==> src/sv/wpm_pkg.sv <==
package wpm_pkg;

    localparam int PAT_DEPTH  = 64;
    localparam int SUBJ_DEPTH = 256;
    localparam int CHAR_W     = 8;

    localparam int PA_W   = (PAT_DEPTH > 1) ? $clog2(PAT_DEPTH) : 1;
    localparam int SA_W   = (SUBJ_DEPTH > 1) ? $clog2(SUBJ_DEPTH) : 1;
    localparam int PCNT_W = $clog2(PAT_DEPTH + 1);
    localparam int SCNT_W = $clog2(SUBJ_DEPTH + 1);

    localparam logic [1:0] OP_PAT_CHAR  = 2'd0;
    localparam logic [1:0] OP_SUBJ_CHAR = 2'd1;
    localparam logic [1:0] OP_EVAL      = 2'd2;
    localparam logic [1:0] OP_CLEAR_PAT = 2'd3;

    localparam logic [CHAR_W-1:0] STAR_CODE  = 8'd42;
    localparam logic [CHAR_W-1:0] WILD_RESET = 8'd63;

    typedef struct packed {
        logic              start;
        logic [PCNT_W-1:0] plen;
        logic [SCNT_W-1:0] slen;
        logic [CHAR_W-1:0] wild;
    } t_walk_req;

    typedef struct packed {
        logic done;
        logic hit;
    } t_walk_rsp;

endpackage

==> src/sv/wpm_ifs.sv <==
interface wpm_in_if;
    logic                      valid;
    logic                      ready;
    logic [1:0]                opcode;
    logic [wpm_pkg::CHAR_W-1:0] char_code;

    modport source (output valid, output opcode, output char_code, input ready);
    modport sink (input valid, input opcode, input char_code, output ready);
endinterface

interface wpm_out_if;
    logic valid;
    logic ready;
    logic matched;
    logic overflow;

    modport source (output valid, output matched, output overflow, input ready);
    modport sink (input valid, input matched, input overflow, output ready);
endinterface

interface wpm_cfg_if;
    logic                      valid;
    logic                      ready;
    logic [wpm_pkg::CHAR_W-1:0] single_char_wildcard;

    modport source (output valid, output single_char_wildcard, input ready);
    modport sink (input valid, input single_char_wildcard, output ready);
endinterface

==> src/sv/wpm_ram.sv <==
module wpm_ram #(
    parameter int WIDTH = 8,
    parameter int DEPTH = 64
) (
    input  logic                                  i_clk,
    input  logic                                  i_we,
    input  logic [((DEPTH > 1) ? $clog2(DEPTH) : 1)-1:0] i_waddr,
    input  logic [WIDTH-1:0]                      i_wdata,
    input  logic [((DEPTH > 1) ? $clog2(DEPTH) : 1)-1:0] i_raddr,
    output logic [WIDTH-1:0]                      o_rdata
);

    logic [WIDTH-1:0] r_mem [DEPTH];
    logic [WIDTH-1:0] r_rdata;

    always_ff @(posedge i_clk) begin
        if (i_we) begin
            r_mem[i_waddr] <= i_wdata;
        end
        r_rdata <= r_mem[i_raddr];
    end

    assign o_rdata = r_rdata;

endmodule

==> src/sv/wpm_walk.sv <==
module wpm_walk (
    input  logic                                i_clk,
    input  logic                                i_rst_n,
    input  wpm_pkg::t_walk_req                  i_req,
    input  logic [wpm_pkg::CHAR_W-1:0]          i_pat_data,
    input  logic [wpm_pkg::CHAR_W-1:0]          i_subj_data,
    output logic [wpm_pkg::PA_W-1:0]            o_pat_addr,
    output logic [wpm_pkg::SA_W-1:0]            o_subj_addr,
    output wpm_pkg::t_walk_rsp                  o_rsp
);
    import wpm_pkg::*;

    localparam logic [2:0] W_IDLE = 3'd0;
    localparam logic [2:0] W_RD   = 3'd1;
    localparam logic [2:0] W_EV   = 3'd2;
    localparam logic [2:0] W_TRD  = 3'd3;
    localparam logic [2:0] W_TEV  = 3'd4;

    logic [2:0]        r_state;
    logic [PCNT_W-1:0] r_wi;
    logic [PCNT_W-1:0] r_bw;
    logic [SCNT_W-1:0] r_si;
    logic [SCNT_W:0]   r_bs;
    logic              r_seen;
    logic [PCNT_W-1:0] r_plen;
    logic [SCNT_W-1:0] r_slen;
    logic [CHAR_W-1:0] r_wild;
    logic              r_done;
    logic              r_hit;

    logic [PCNT_W-1:0] wi_inc;
    logic [SCNT_W-1:0] si_inc;
    logic              pat_in;
    logic              is_star;
    logic              char_ok;
    logic              walk_end;

    assign wi_inc  = r_wi + PCNT_W'(1);
    assign si_inc  = r_si + SCNT_W'(1);
    assign pat_in  = (r_wi != r_plen);
    assign is_star = (i_pat_data == STAR_CODE);
    assign char_ok = (i_pat_data == i_subj_data) || (i_pat_data == r_wild);

    assign walk_end = ((r_state == W_EV) &&
                       ((pat_in && is_star && (wi_inc == r_plen)) ||
                        (!(pat_in && is_star) && !(pat_in && char_ok) && !r_seen))) ||
                      ((r_state == W_TRD) && !pat_in) ||
                      ((r_state == W_TEV) && !is_star);

    always_ff @(posedge i_clk) begin
        if (!i_rst_n) begin
            r_state <= W_IDLE;
            r_done  <= 1'b0;
            r_hit   <= 1'b0;
        end else begin
            r_done <= walk_end;
            case (r_state)
                W_IDLE: begin
                    if (i_req.start) begin
                        r_wi   <= '0;
                        r_si   <= '0;
                        r_bw   <= '0;
                        r_bs   <= '0;
                        r_seen <= 1'b0;
                        r_plen <= i_req.plen;
                        r_slen <= i_req.slen;
                        r_wild <= i_req.wild;
                        r_state <= (i_req.slen == '0) ? W_TRD : W_RD;
                    end
                end
                W_RD: begin
                    r_state <= W_EV;
                end
                W_EV: begin
                    if (pat_in && is_star) begin
                        r_wi <= wi_inc;
                        if (wi_inc == r_plen) begin
                            r_hit   <= 1'b1;
                            r_state <= W_IDLE;
                        end else begin
                            r_bw    <= wi_inc;
                            r_bs    <= {1'b0, si_inc};
                            r_seen  <= 1'b1;
                            r_state <= W_RD;
                        end
                    end else if (pat_in && char_ok) begin
                        r_wi    <= wi_inc;
                        r_si    <= si_inc;
                        r_state <= (si_inc == r_slen) ? W_TRD : W_RD;
                    end else if (!r_seen) begin
                        r_hit   <= 1'b0;
                        r_state <= W_IDLE;
                    end else begin
                        r_wi    <= r_bw;
                        r_si    <= r_bs[SCNT_W-1:0];
                        r_bs    <= r_bs + (SCNT_W + 1)'(1);
                        r_state <= (r_bs == {1'b0, r_slen}) ? W_TRD : W_RD;
                    end
                end
                W_TRD: begin
                    if (!pat_in) begin
                        r_hit   <= 1'b1;
                        r_state <= W_IDLE;
                    end else begin
                        r_state <= W_TEV;
                    end
                end
                W_TEV: begin
                    if (is_star) begin
                        r_wi    <= wi_inc;
                        r_state <= W_TRD;
                    end else begin
                        r_hit   <= 1'b0;
                        r_state <= W_IDLE;
                    end
                end
                default: begin
                    r_state <= W_IDLE;
                end
            endcase
        end
    end

    assign o_pat_addr  = r_wi[PA_W-1:0];
    assign o_subj_addr = r_si[SA_W-1:0];
    assign o_rsp.done  = r_done;
    assign o_rsp.hit   = r_hit;

endmodule

==> src/sv/wildcard_pattern_matcher_top.sv <==
// Glob matcher with '*' and a programmable single-character wildcard (reset '?').
// Pattern characters (opcode 0), subject characters (opcode 1) and a pattern
// clear (opcode 3) give no result. An evaluate word (opcode 2) walks the
// pattern and subject memories; each walk step first reads both memories,
// whose read data is registered, and then evaluates the characters. An
// overflowed buffer skips the walk and reports overflow with no match. Input is
// held off during the walk; the result sits in an output register, so the next
// word is taken while it waits. The subject is cleared after every evaluation.
module wildcard_pattern_matcher_top (
    input  logic  i_clk,
    input  logic  i_rst_n,
    wpm_in_if.sink    i_item,
    wpm_cfg_if.sink   i_cfg,
    wpm_out_if.source o_res
);
    import wpm_pkg::*;

    localparam logic [1:0] ST_IDLE = 2'd0;
    localparam logic [1:0] ST_WALK = 2'd1;
    localparam logic [1:0] ST_HOLD = 2'd2;

    logic [1:0]        r_state;
    logic [PCNT_W-1:0] r_plen;
    logic [SCNT_W-1:0] r_slen;
    logic              r_povf;
    logic              r_sovf;
    logic [CHAR_W-1:0] r_wild;
    logic              r_start;
    logic              r_hit;
    logic              r_ovf;
    logic              r_out_valid;
    logic              r_out_matched;
    logic              r_out_overflow;

    logic              accept;
    logic              pat_we;
    logic              subj_we;
    logic              load_out;
    logic [PA_W-1:0]   pat_raddr;
    logic [SA_W-1:0]   subj_raddr;
    logic [CHAR_W-1:0] pat_rdata;
    logic [CHAR_W-1:0] subj_rdata;
    t_walk_req         walk_req;
    t_walk_rsp         walk_rsp;

    assign i_item.ready = (r_state == ST_IDLE);
    assign accept       = i_item.valid && i_item.ready;
    assign pat_we       = accept && (i_item.opcode == OP_PAT_CHAR) &&
                          (r_plen < PCNT_W'(PAT_DEPTH));
    assign subj_we      = accept && (i_item.opcode == OP_SUBJ_CHAR) &&
                          (r_slen < SCNT_W'(SUBJ_DEPTH));
    assign load_out     = (r_state == ST_HOLD) && (!r_out_valid || o_res.ready);
    assign i_cfg.ready  = 1'b1;

    always_ff @(posedge i_clk) begin
        if (!i_rst_n) begin
            r_state     <= ST_IDLE;
            r_plen      <= '0;
            r_slen      <= '0;
            r_povf      <= 1'b0;
            r_sovf      <= 1'b0;
            r_wild      <= WILD_RESET;
            r_start     <= 1'b0;
            r_out_valid <= 1'b0;
        end else begin
            r_start <= accept && (i_item.opcode == OP_EVAL) && !(r_povf || r_sovf);
            if (i_cfg.valid) begin
                r_wild <= i_cfg.single_char_wildcard;
            end
            if (load_out) begin
                r_out_valid <= 1'b1;
            end else if (o_res.ready) begin
                r_out_valid <= 1'b0;
            end
            case (r_state)
                ST_IDLE: begin
                    if (accept) begin
                        case (i_item.opcode)
                            OP_PAT_CHAR: begin
                                if (pat_we) begin
                                    r_plen <= r_plen + PCNT_W'(1);
                                end else begin
                                    r_povf <= 1'b1;
                                end
                            end
                            OP_SUBJ_CHAR: begin
                                if (subj_we) begin
                                    r_slen <= r_slen + SCNT_W'(1);
                                end else begin
                                    r_sovf <= 1'b1;
                                end
                            end
                            OP_EVAL: begin
                                if (r_povf || r_sovf) begin
                                    r_hit   <= 1'b0;
                                    r_ovf   <= 1'b1;
                                    r_state <= ST_HOLD;
                                end else begin
                                    r_ovf   <= 1'b0;
                                    r_state <= ST_WALK;
                                end
                            end
                            OP_CLEAR_PAT: begin
                                r_plen <= '0;
                                r_povf <= 1'b0;
                            end
                            default: begin
                                r_povf <= r_povf;
                            end
                        endcase
                    end
                end
                ST_WALK: begin
                    if (walk_rsp.done) begin
                        r_hit   <= walk_rsp.hit;
                        r_state <= ST_HOLD;
                    end
                end
                ST_HOLD: begin
                    if (load_out) begin
                        r_slen      <= '0;
                        r_sovf      <= 1'b0;
                        r_state     <= ST_IDLE;
                    end
                end
                default: begin
                    r_state <= ST_IDLE;
                end
            endcase
        end
    end

    always_ff @(posedge i_clk) begin
        if (load_out) begin
            r_out_matched  <= r_hit;
            r_out_overflow <= r_ovf;
        end
    end

    assign o_res.valid    = r_out_valid;
    assign o_res.matched  = r_out_matched;
    assign o_res.overflow = r_out_overflow;

    assign walk_req.start = r_start;
    assign walk_req.plen  = r_plen;
    assign walk_req.slen  = r_slen;
    assign walk_req.wild  = r_wild;

    wpm_ram #(
        .WIDTH (CHAR_W),
        .DEPTH (PAT_DEPTH)
    ) u_pat_ram (
        .i_clk   (i_clk),
        .i_we    (pat_we),
        .i_waddr (r_plen[PA_W-1:0]),
        .i_wdata (i_item.char_code),
        .i_raddr (pat_raddr),
        .o_rdata (pat_rdata)
    );

    wpm_ram #(
        .WIDTH (CHAR_W),
        .DEPTH (SUBJ_DEPTH)
    ) u_subj_ram (
        .i_clk   (i_clk),
        .i_we    (subj_we),
        .i_waddr (r_slen[SA_W-1:0]),
        .i_wdata (i_item.char_code),
        .i_raddr (subj_raddr),
        .o_rdata (subj_rdata)
    );

    wpm_walk u_walk (
        .i_clk       (i_clk),
        .i_rst_n     (i_rst_n),
        .i_req       (walk_req),
        .i_pat_data  (pat_rdata),
        .i_subj_data (subj_rdata),
        .o_pat_addr  (pat_raddr),
        .o_subj_addr (subj_raddr),
        .o_rsp       (walk_rsp)
    );

endmodule

==> src/flat_wrapper.sv <==
// flat-port wrapper written by rule: the top's interface ports become plain ports
module wildcard_pattern_matcher_top_flat import wpm_pkg::*;
  (i_clk, i_rst_n, i_item_valid, i_item_opcode, i_item_char_code, i_item_ready, i_cfg_valid, i_cfg_single_char_wildcard, i_cfg_ready, o_res_valid, o_res_matched, o_res_overflow, o_res_ready);
  wpm_in_if i_item_i ();
  wpm_cfg_if i_cfg_i ();
  wpm_out_if o_res_i ();
  input  logic i_clk;
  input  logic i_rst_n;
  input wire logic [$bits(i_item_i.valid)-1:0] i_item_valid;
  input wire logic [$bits(i_item_i.opcode)-1:0] i_item_opcode;
  input wire logic [$bits(i_item_i.char_code)-1:0] i_item_char_code;
  output wire logic [$bits(i_item_i.ready)-1:0] i_item_ready;
  input wire logic [$bits(i_cfg_i.valid)-1:0] i_cfg_valid;
  input wire logic [$bits(i_cfg_i.single_char_wildcard)-1:0] i_cfg_single_char_wildcard;
  output wire logic [$bits(i_cfg_i.ready)-1:0] i_cfg_ready;
  output wire logic [$bits(o_res_i.valid)-1:0] o_res_valid;
  output wire logic [$bits(o_res_i.matched)-1:0] o_res_matched;
  output wire logic [$bits(o_res_i.overflow)-1:0] o_res_overflow;
  input wire logic [$bits(o_res_i.ready)-1:0] o_res_ready;
  assign i_item_i.valid = i_item_valid;
  assign i_item_i.opcode = i_item_opcode;
  assign i_item_i.char_code = i_item_char_code;
  assign i_item_ready = i_item_i.ready;
  assign i_cfg_i.valid = i_cfg_valid;
  assign i_cfg_i.single_char_wildcard = i_cfg_single_char_wildcard;
  assign i_cfg_ready = i_cfg_i.ready;
  assign o_res_valid = o_res_i.valid;
  assign o_res_matched = o_res_i.matched;
  assign o_res_overflow = o_res_i.overflow;
  assign o_res_i.ready = o_res_ready;
  wildcard_pattern_matcher_top u_core (.i_clk(i_clk), .i_rst_n(i_rst_n), .i_item(i_item_i), .i_cfg(i_cfg_i), .o_res(o_res_i));
endmodule
==> config.mk <==
export PLATFORM = sky130hd
export DESIGN_NAME = wildcard_pattern_matcher_top_flat
export DESIGN_NICKNAME = d
export VERILOG_FILES = /design/src/sv/wpm_pkg.sv /design/src/sv/wpm_ifs.sv /design/src/sv/wpm_ram.sv /design/src/sv/wpm_walk.sv /design/src/sv/wildcard_pattern_matcher_top.sv /design/src/flat_wrapper.sv
export SDC_FILE = /design/constraint.sdc
export NUM_CORES = 2
export LEC_CHECK = 0
export CAP_MARGIN = 25
export CORE_ASPECT_RATIO = 0.75
export CORE_MARGIN = 4
export CORE_UTILIZATION = 40
export CTS_CLUSTER_DIAMETER = 50
export CTS_CLUSTER_SIZE = 8
export DETAILED_ROUTE_END_ITERATION = 12
export DONT_BUFFER_PORTS = 1
export PLACE_DENSITY = 0.52
export REMOVE_ABC_BUFFERS = 1
export SETUP_SLACK_MARGIN = 0.02
export SLEW_MARGIN = 20
export SYNTH_ARGS = -nofsm -noshare
export SYNTH_HDL_FRONTEND = slang
export SYNTH_SLANG_ARGS = --single-unit
export TNS_END_PERCENT = 20
==> constraint.sdc <==
create_clock -name i_clk -period 7.2 [get_ports i_clk]
set_input_delay 0.72 -clock i_clk [delete_from_list [all_inputs] [get_ports i_clk]]
set_output_delay 0.72 -clock i_clk [all_outputs]
set_load 0.02 [all_outputs]
==> run_results.csv <==
group,metric,value,unit
sta,tightest_slew,1.54,ns
worst_setup_path,cp_num_cells,6,
worst_setup_path,cp_max_fo,16,
worst_setup_path,path_cells,"nor3b_2 -> and2b_1 -> nand3b_1 -> nor3_1 -> nand2_1 -> nor2_1",
cells_and_area,fin_nets,5142,
worst_setup_path,startpoint_type,"flop",
synth,syn_inst,4928,
drt,drc,0,
clock_tree,cts_resized,0,
drt,dr.pass1.iters,5,
clock_tree,postCtsSetupBuffers,0,
power_and_ir_drop,total_power,33700,uW
sta,setup_violations,0,
sta,fin_crit_sh,65.8,%
clock_tree,clock-root-buffer,"clkbuf_16",
worst_setup_path,critPathLaunch,"u_core.r_state[1]",
status,violations,"slew limit",
placed_design,io_buffer_count,0,
floorplan,io_pins,28,
cells_and_area,drive_gt1_share,22.9,%
floorplan,row_count,162,
worst_setup_path,arrival,5.22,ns
clock_tree,htree_levels,5,
placed_design,gp_congestion,0.810,
sta,max_freq,211,MHz
floorplan,dieArea,0.269,mm^2
synth,synth_edf_count,2622,
clock_tree,cts-buffers-inserted,378,
worst_setup_path,path_class,"flop to flop",
floorplan,initial_core_util,40.2,%
synth,ys_warn_count,0,
power_and_ir_drop,cellPowerDensity,285,mW/mm^2
cells_and_area,fin_cells,8642,
worst_setup_path,endpoint_kind,"flop",
sta,rsz0062_at_grt,"false",
floorplan,die_x,598,um
floorplan,core,0.260,mm^2
synth,synthFlopType,"edfxtp_1",
worst_setup_path,critPathRequiredTime,7.68,ns
floorplan,die_h,450,um
drt,routedWlPerCell,32.9,um
synth,synth_seq_area_share,76.5,%
synth,synth.avg_cell_area,21.2,um^2
placed_design,placedCellCount,8148,
drt,vias_per_cell,5.88,
sta,final-hold-violation-count,0,
sta,drv_slew,28,
grt,antenna_found_initial,25,
clock_tree,numClockSinks,2673,
clock_tree,ctsLongestPathBuffers,4,
worst_setup_path,r2r_slack,2.46,ns
power_and_ir_drop,ir_drop,0.222,mV
sta,fin_crit,4.74,ns
worst_setup_path,reg2reg_depth,6,
status,status,"finished with violations",
clock_tree,path_clk_slew,0.05,ns
drt,via_count,50800,
synth,ys_seq_elements,2673,
grt,grt_overflow_total,0,
sta,relSlewSlack,-2.81,%
grt,track_usage,20.9,%
worst_setup_path,cp_slowest_cell,"nor3_1",
worst_setup_path,cpLargestDelayFamily,"simple AND/OR/NAND/NOR gates",
drt,postRouteAntennaNets,0,
flow_run,drv_cap,0,
grt,grt_pass1_vias,50600,
grt,grt_first_pass_wirelength,401000,um
drt,routed_wl,284000,um
worst_setup_path,r2r_start,"u_core.r_state[1]",
sta,skew,0.0552,ns
clock_tree,ctsHoldBuffers,23,
clock_tree,tritoncts,"yes",
clock_tree,clock_latency,0.91,ns
drt,drt_iter0_markers,5876,
synth,netlist_area,0.104,mm^2
placed_design,hpwl,156000,um
worst_setup_path,max_stage_delay,1.01,ns
grt,grt_max_degree,321,
synth,ys_async_sr_fraction,0,%
synth,synth_cell_types,68,
hold_path,hp-class,"input port to flop",
power_and_ir_drop,leakage,0.0365,uW
worst_setup_path,endpoint,"u_core.u_subj_ram.r_mem[61][3]",
cells_and_area,area_delta_synth_final,13.4,%
worst_setup_path,crit_buf_inv,0,
worst_setup_path,r2r-end,"u_core.u_subj_ram.r_mem[61][3]",
## worst min path at each step
| stage | end | slack, ns | cells after the start | from |
|---|---|---|---|---|
| after global placement | u_core.o_res.matched | 0.40 | 0 | u_core.r_hit |
| after floorplan | u_core.o_res.matched | 0.40 | 0 | u_core.r_hit |
| final | u_core.r_plen[1] | 0.08 | 3 | i_item_opcode[0] |
| after CTS | u_core.u_subj_ram.r_mem[168][1] | 0.0002 | 0 | i_item_char_code[1] |
| after global routing | u_core.u_subj_ram.r_mem[128][1] | 0.02 | 0 | i_item_char_code[1] |
| after detailed placement | u_core.o_res.matched | 0.41 | 0 | u_core.r_hit |
## worst min-delay path: stages
cell,delay (ns)
nor2_1,0.08
a21oi_1,0.05
nor2_1,0.07
## cell type report
type	instances	area, um^2
Multi-Input combinational cell	1953	23100
Inverter	15	61.3
Timing Repair Buffer	90	907
Clock inverter	19	229
Clock buffer	445	9850
Sequential cell	2673	79800
Antenna cell	3	7.51
Tap cell	3444	4310
Fill cell	21400	141000
## power breakdown
part / switching [uW] / internal [uW]
logic: 480 / 352
registers: 41.0 / 17200
clock network: 6190 / 9450
total: 6710 / 27000
## cell families (layout without fill, tap and decap cells)
group                    after synthesis  in the layout  share of synthesized area [%]
adder cells (fa/ha/maj)                8              8                         0.0960
AND/OR/NAND/NOR                      690            690                           2.83
other                                  1              4                        0.00360
buffers and inverters                302            569                           1.52
XOR/XNOR                              74             74                          0.629
flip-flops                          2673           2673                           76.5
multiplexers                         836            836                           16.0
AO/OA/AOI/OAI                        344            344                           2.39
## cell usage in the layout, fill, tap and decap left out, drive strengths merged, types with 15 or more instances in the layout
cell type and n:
a211oi 46, a221oi 28, dlygate4sd3 21, a21oi 68, xor2 32, nand3 38
o22ai 35, buf 69, xnor2 42, mux2i 158, a22oi 39, dfxtp 51
mux4 667, nor2b 16, o221ai 54, nand2 126, nand4 15, nor2 419
clkbuf 445, inv 25, edfxtp 2622, a22o 28
## routing by layer
metal / GRT usage (%) / vias to the layer above / routed length [um]
li1: - / 20800 / -
met1: 32.0 / 27100 / 127000
met2: 29.4 / 2507 / 122000
met3: 6.43 / 412 / 29100
met4: 4.82 / 12 / 6150
met5: 0 / - / 86
## metrics by stage
step,utilization (%),hold WS (ns),TNS (ns),instance area (um^2),setup WS (ns)
global placement,41.5,0.401,0,108000,1.93
global route,45.5,0.0217,0,118000,2.25
finish,45.5,0.0802,0,118000,2.46
CTS,45.5,0.000200,0,118000,2.42
detailed placement,41.5,0.407,0,108000,2.15
floorplan,-,0.400,-424.61,103000,-16.37
## registers in the layout, indices dropped and copies added (netlist names), 3 cells and up
name,count
u_core.u_walk.r_wild,8
u_core.u_subj_ram.o_rdata,8
u_core.u_pat_ram.r_mem,512
u_core.u_walk.r_bs,10
u_core.u_walk.r_state,3
u_core.u_walk.r_slen,9
u_core.u_walk.r_bw,7
u_core.u_walk.r_plen,7
u_core.r_slen,9
u_core.u_walk.r_si,9
u_core.r_plen,7
u_core.u_walk.r_wi,7
u_core.u_subj_ram.r_mem,2048
u_core.r_wild,8
u_core.u_pat_ram.o_rdata,8
## Yosys cell counts, drive strengths merged, types with 7 or more instances
cell	count	area (um^2)
a211oi	46	345
a21oi	68	352
a221oi	28	245
a22o	28	245
a22oi	39	293
and2	9	56.3
buf	150	1020
clkbuf	137	514
dfxtp	51	1020
edfxtp	2622	78700
ha	8	100
inv	14	52.6
mux2	11	124
mux2i	158	1580
mux4	667	15000
nand2	126	473
nand2b	12	75.1
nand3	38	190
nand3b	8	60.1
nand4	15	93.8
nor2	419	1570
nor2b	16	100
nor3	10	50.1
nor4	7	43.8
o211ai	7	52.6
o21ai	12	60.1
o221ai	54	473
o22ai	35	219
o31ai	7	52.6
xnor2	42	375
xor2	32	280
Power figures use the tool's default switching activity.
